$ cat config.mk
export PLATFORM = sky130hd
export DESIGN_NAME = lmsf_ram
export DESIGN_NICKNAME = d
export VERILOG_FILES = /design/src/hw/rtl/lmsf_ram.sv
export SDC_FILE = /design/constraint.sdc
export NUM_CORES = 2
export LEC_CHECK = 0
export ABC_CLOCK_PERIOD_IN_PS = 3400
export BUFFER_PORTS_ARGS = -buffer_cell sky130_fd_sc_hd__buf_4
export CAP_MARGIN = 30
export CORE_MARGIN = 4
export CORE_UTILIZATION = 41
export CTS_BUF_LIST = sky130_fd_sc_hd__clkbuf_4 sky130_fd_sc_hd__clkbuf_8 sky130_fd_sc_hd__clkbuf_16
export CTS_CLUSTER_DIAMETER = 80
export CTS_CLUSTER_SIZE = 8
export DETAILED_ROUTE_END_ITERATION = 8
export GPL_TIMING_DRIVEN = 0
export PLACE_DENSITY = 0.69
export SETUP_SLACK_MARGIN = 0.02
export SYNTH_ARGS = -nofsm -noshare
export SYNTH_HDL_FRONTEND = slang
export SYNTH_SLANG_ARGS = --single-unit
export TNS_END_PERCENT = 1
$ cat constraint.sdc
create_clock -name clk -period 3.4 [get_ports clk]
set_input_delay 0.51 -clock clk [delete_from_list [all_inputs] [get_ports clk]]
set_output_delay 0.51 -clock clk [all_outputs]
set_load 0.05 [all_outputs]
$ cat src/hw/rtl/lmsf_ram.sv
// Simple dual-port RAM with one write port and one registered read port.
// Used for the weight and history banks; no dependencies.
`default_nettype none

module lmsf_ram #(
  parameter int DEPTH = 64,
  parameter int WIDTH = 32
) (
  input  logic                                      clk,
  input  logic                                      wr_en,
  input  logic [((DEPTH > 1) ? $clog2(DEPTH) : 1)-1:0] wr_addr,
  input  logic [WIDTH-1:0]                          wr_data,
  input  logic [((DEPTH > 1) ? $clog2(DEPTH) : 1)-1:0] rd_addr,
  output logic [WIDTH-1:0]                          rd_data
);

  logic [WIDTH-1:0] mem [DEPTH];

  always_ff @(posedge clk) begin
    if (wr_en) begin
      mem[wr_addr] <= wr_data;
    end
    rd_data <= mem[rd_addr];
  end

endmodule

`default_nettype wire

== Word level (Yosys, flattened, before mapping) ==
Memories as Yosys holds them, arrays and structs flattened. A register that Yosys moved wholly into a read port is not among the register bits.
Index checks and enable logic that the tools add are counted.
Cells by class
  multiplexer cells: 2
Operators by type and width (number)
  1-bit two-way mux: 2
Storage, ports and cells
  bits in writable memories: 2048
  output and inout port bits: 32
  register bits after elaboration: 0
  memories kept: 1
Memory list
  mem: words 64, bits a word 32, rd ports 1, clocked after Yosys merged registers in 1, wr ports 1, RTL line 17  | logic [WIDTH-1:0] mem [DEPTH];

== Depth between registers and ports, before layout ==
  depth in word-level cells: 2
  depth in mapped cells: 10
  gate-level depth less buffers: 5

== Worst setup path after synthesis ==
Ideal clock, no wire load.
  kind: input -> register
  start: input wr_addr[3] (netlist name)
  end: memory mem[48][0] (enable)
  path slack: -270 ps
  arrival time: 3209 ps
  buffers on the path: 1
  library setup time: 461 ps
  stages: 4
  required time: 2939 ps
  cell sequence: clkbuf_1 -> nor2b_1 -> nand4b_1 -> nor3_1
RTL lines
  start, declared: RTL line 11  | input logic [((DEPTH > 1) ? $clog2(DEPTH) : 1)-1:0] wr_addr,
  end, declared: RTL line 17
Straight into the memory's write port.

==> results.py <==
metrics = {
    "run_status": {
        "status": "finished, violations left",
        "violations": "setup timing",
    },
    "floorplan": {
        "chipWidth_um": 446,
        "io-pin-count": 78,
        "num_rows": 160,
        "die_h_um": 446,
        "dieArea_um2": 199000,
        "initial_utilization_pct": 41.2,
        "core_um2": 190000,
    },
    "worst_setup_path": {
        "crit_family": "buffers and inverters",
        "crit_type": "input pin to register",
        "worst_setup_path_start_kind": "input pin",
        "endpoint_kind": "register",
        "timing.critical_path.mode_cell": "buf_2",
        "critical_path_required_ns": 4.08,
        "cp_max_fo": 10,
        "crit_buf_inv": 4,
        "reg2reg_from": "mem[36][2]",
        "reg2reg_to": "rd_data[2]",
        "cp_slowest_cell": "a21oi_1",
        "reg2reg_depth": 5,
        "startpoint": "rd_addr[1]",
        "reg2reg_slack_ns": 0.88,
        "crit_path_max_incr_delay_ns": 0.74,
        "arrival_ns": 4.30,
        "cp_cell_sequence": "buf_2, buf_2, buf_2, clkbuf_1, mux4_2, o22ai_1, nor2_1, a21oi_1, nor2_1",
    },
    "worst_hold_path": {
        "hold_start": "wr_data[30]",
        "hold_depth": 1,
        "min_to": "mem[46][30]",
        "hp-class": "input pin to register",
    },
    "global_route": {
        "grt_antenna_before_repair": 18,
        "grt_usage_pct": 24.2,
        "grt_max_degree": 65,
        "grt_pass1_wl_um": 331000,
        "gr-total-overflow": 0,
        "grt_pass1_vias": 40300,
    },
    "clock_tree": {
        "cts_tree": "yes",
        "numCtsBuffers": 312,
        "clk_latency_ns": 0.93,
        "max-clock-path-buffers": 4,
        "h-tree-depth": 5,
        "ctsHoldBuffers": 0,
        "cts_root_buffer": "clkbuf_16",
        "clock_sinks": 2080,
        "path_clk_slew_ns": 0.05,
    },
    "final_layout": {
        "seq_area_um2": 62100,
        "syn_to_final_growth_pct": 19.6,
        "fill_cells": 14500,
        "utilization_pct": 49.3,
        "nNetsFinal": 3879,
        "drive_above_1_share_pct": 33.4,
        "multi_input_area_um2": 16000,
    },
    "synth": {
        "ys_seq_elements": 2080,
        "syn_area_per_cell_um2": 23.6,
        "synth.most_common_cell": "edfxtp_1",
        "ys_types": 34,
        "postSynth.asyncResetShare_pct": 0,
        "synth_edf_count": 2048,
        "synth.area.top_cells": "edfxtp_1 (78%), mux4_2 (16%), mux2i_1 (1.2%)",
        "ys_warn_count": 0,
        "synth.cells.most_frequent": "edfxtp_1 (2048), mux4_2 (544), nor2_1 (137)",
        "synthCells": 3324,
        "seq_area_frac_synth_pct": 79.1,
        "synth_top_area_share_pct": 78.3,
        "synthFlopType": "edfxtp_1",
        "syn_area_um2": 78500,
        "synth_top_area_cell": "edfxtp_1",
        "synth_nets": 3370,
    },
    "drt": {
        "first_iter_violations": 7228,
        "wl_per_cell_um": 37.5,
        "wl_um": 242000,
        "drt_pass1_iterations": 5,
        "antenna_left": 0,
        "drcViolationCount": 0,
        "vias": 41300,
        "vias_per_cell": 6.41,
    },
    "pwr": {
        "power.total_w": 0.0595,
        "leakagePower_nw": 29.6,
        "p_per_area_nw_per_um2": 633,
        "peakVddDrop_uv": 457,
    },
    "job": {
        "max_cap_violations": 0,
    },
    "sta": {
        "layout_min_cycle_time_ns": 3.62,
        "maxSlewHeadroom_pct": 26.8,
        "worst_hold_slack_ns": 0.120,
        "worst_pin_slew_ns": 1.10,
        "setup_ws_ns": -0.220,
        "hold_viol_final": 0,
        "finClkSkew_ns": 0.0841,
        "finalSetupViolations": 7,
        "slew_viol_final": 0,
        "setup_tns_ns": -0.596,
        "post-route-period-util_pct": 106,
        "rsz0062_at_grt": "yes",
        "fmax_mhz": 276,
    },
    "placed_design": {
        "dp_hpwl_um": 154000,
        "place_ws_ns": -1.56,
        "portBuffers": 69,
        "gp_congestion": 0.862,
    },
}
-- layout by cell type, fill, tap and decap left out, types with 10 or more instances in the layout --
cell	count
edfxtp_1	2048
mux4_2	544
clkbuf_16	319
buf_4	97
mux2i_1	93
o22ai_1	83
nor2_1	75
clkbuf_4	73
clkbuf_1	71
buf_12	71
nor2_4	62
buf_2	55
a21oi_1	54
dfxtp_1	32
o221ai_1	27
nand2_1	25
buf_16	25
buf_8	24
buf_1	18
nor2b_1	15
diode_2	13
a22oi_1	12
buf_6	10
-- metal layers --
metal	track usage, %	vias to the layer above	wire length [um]
li1	-	15200	-
met1	31.9	21800	83400
met2	36.8	3567	111000
met3	7.60	723	33800
met4	11.6	8	13700
met5	0	-	46
-- through the flow --
step	instances	area, um^2
finish	6444	93900
global route	6434	93900
CTS	6427	93800
detailed placement	6026	85100
global placement	5904	82200
floorplan	3324	78500
-- power breakdown --
group	leakage, nW	internal [W]	switching (W)
Clock	4.32	0.0173	0.0104
Combinational	6.60	0.00105	0.00217
Sequential	18.7	0.0285	0.0000606
Total	29.6	0.0469	0.0126
-- cells by family after synthesis --
kind of cell / count (synthesis) / share of synthesized area (%)
buffers and inverters: 182 / 1.13
DFF: 2080 / 79.1
muxes: 637 / 16.8
AOI/OAI and AO/OA: 202 / 1.67
and+or+nand+nor: 223 / 1.27
-- layout make-up --
type,instances,area share [%]
Clock inverter,9,0.133
Timing Repair Buffer,195,3.25
Antenna cell,13,0.0346
Tap cell,2511,3.34
Multi-Input combinational cell,1062,17.0
Sequential cell,2080,66.2
Clock buffer,392,9.08
Buffer,182,0.956
-- sequential cells by signal (all words and copies together), names as in the netlist --
register,cells
rd_data,32
mem,2048
-- what timing repair did --
action,4_1_cts,5_1_grt
endpoints found under the setup margin,15,5
gates resized for setup,13,8
gates cloned,0,0
setup buffers,0,0
endpoints found under the hold margin,0,0
-- worst max path at each step --
| stage | slack, ns | cells past startpoint | endpoint |
|---|---|---|---|
| global placement | -5.21 | 3 | mem[49][14] |
| finish | -0.22 | 9 | rd_data[2] |
| floorplan | -0.26 | 4 | mem[49][0] |
| CTS | -0.20 | 9 | rd_data[2] |
| global route | -0.02 | 9 | rd_data[2] |
| detailed placement | -1.56 | 9 | rd_data[11] |
No activity file was read; power rests on OpenSTA's default activity.
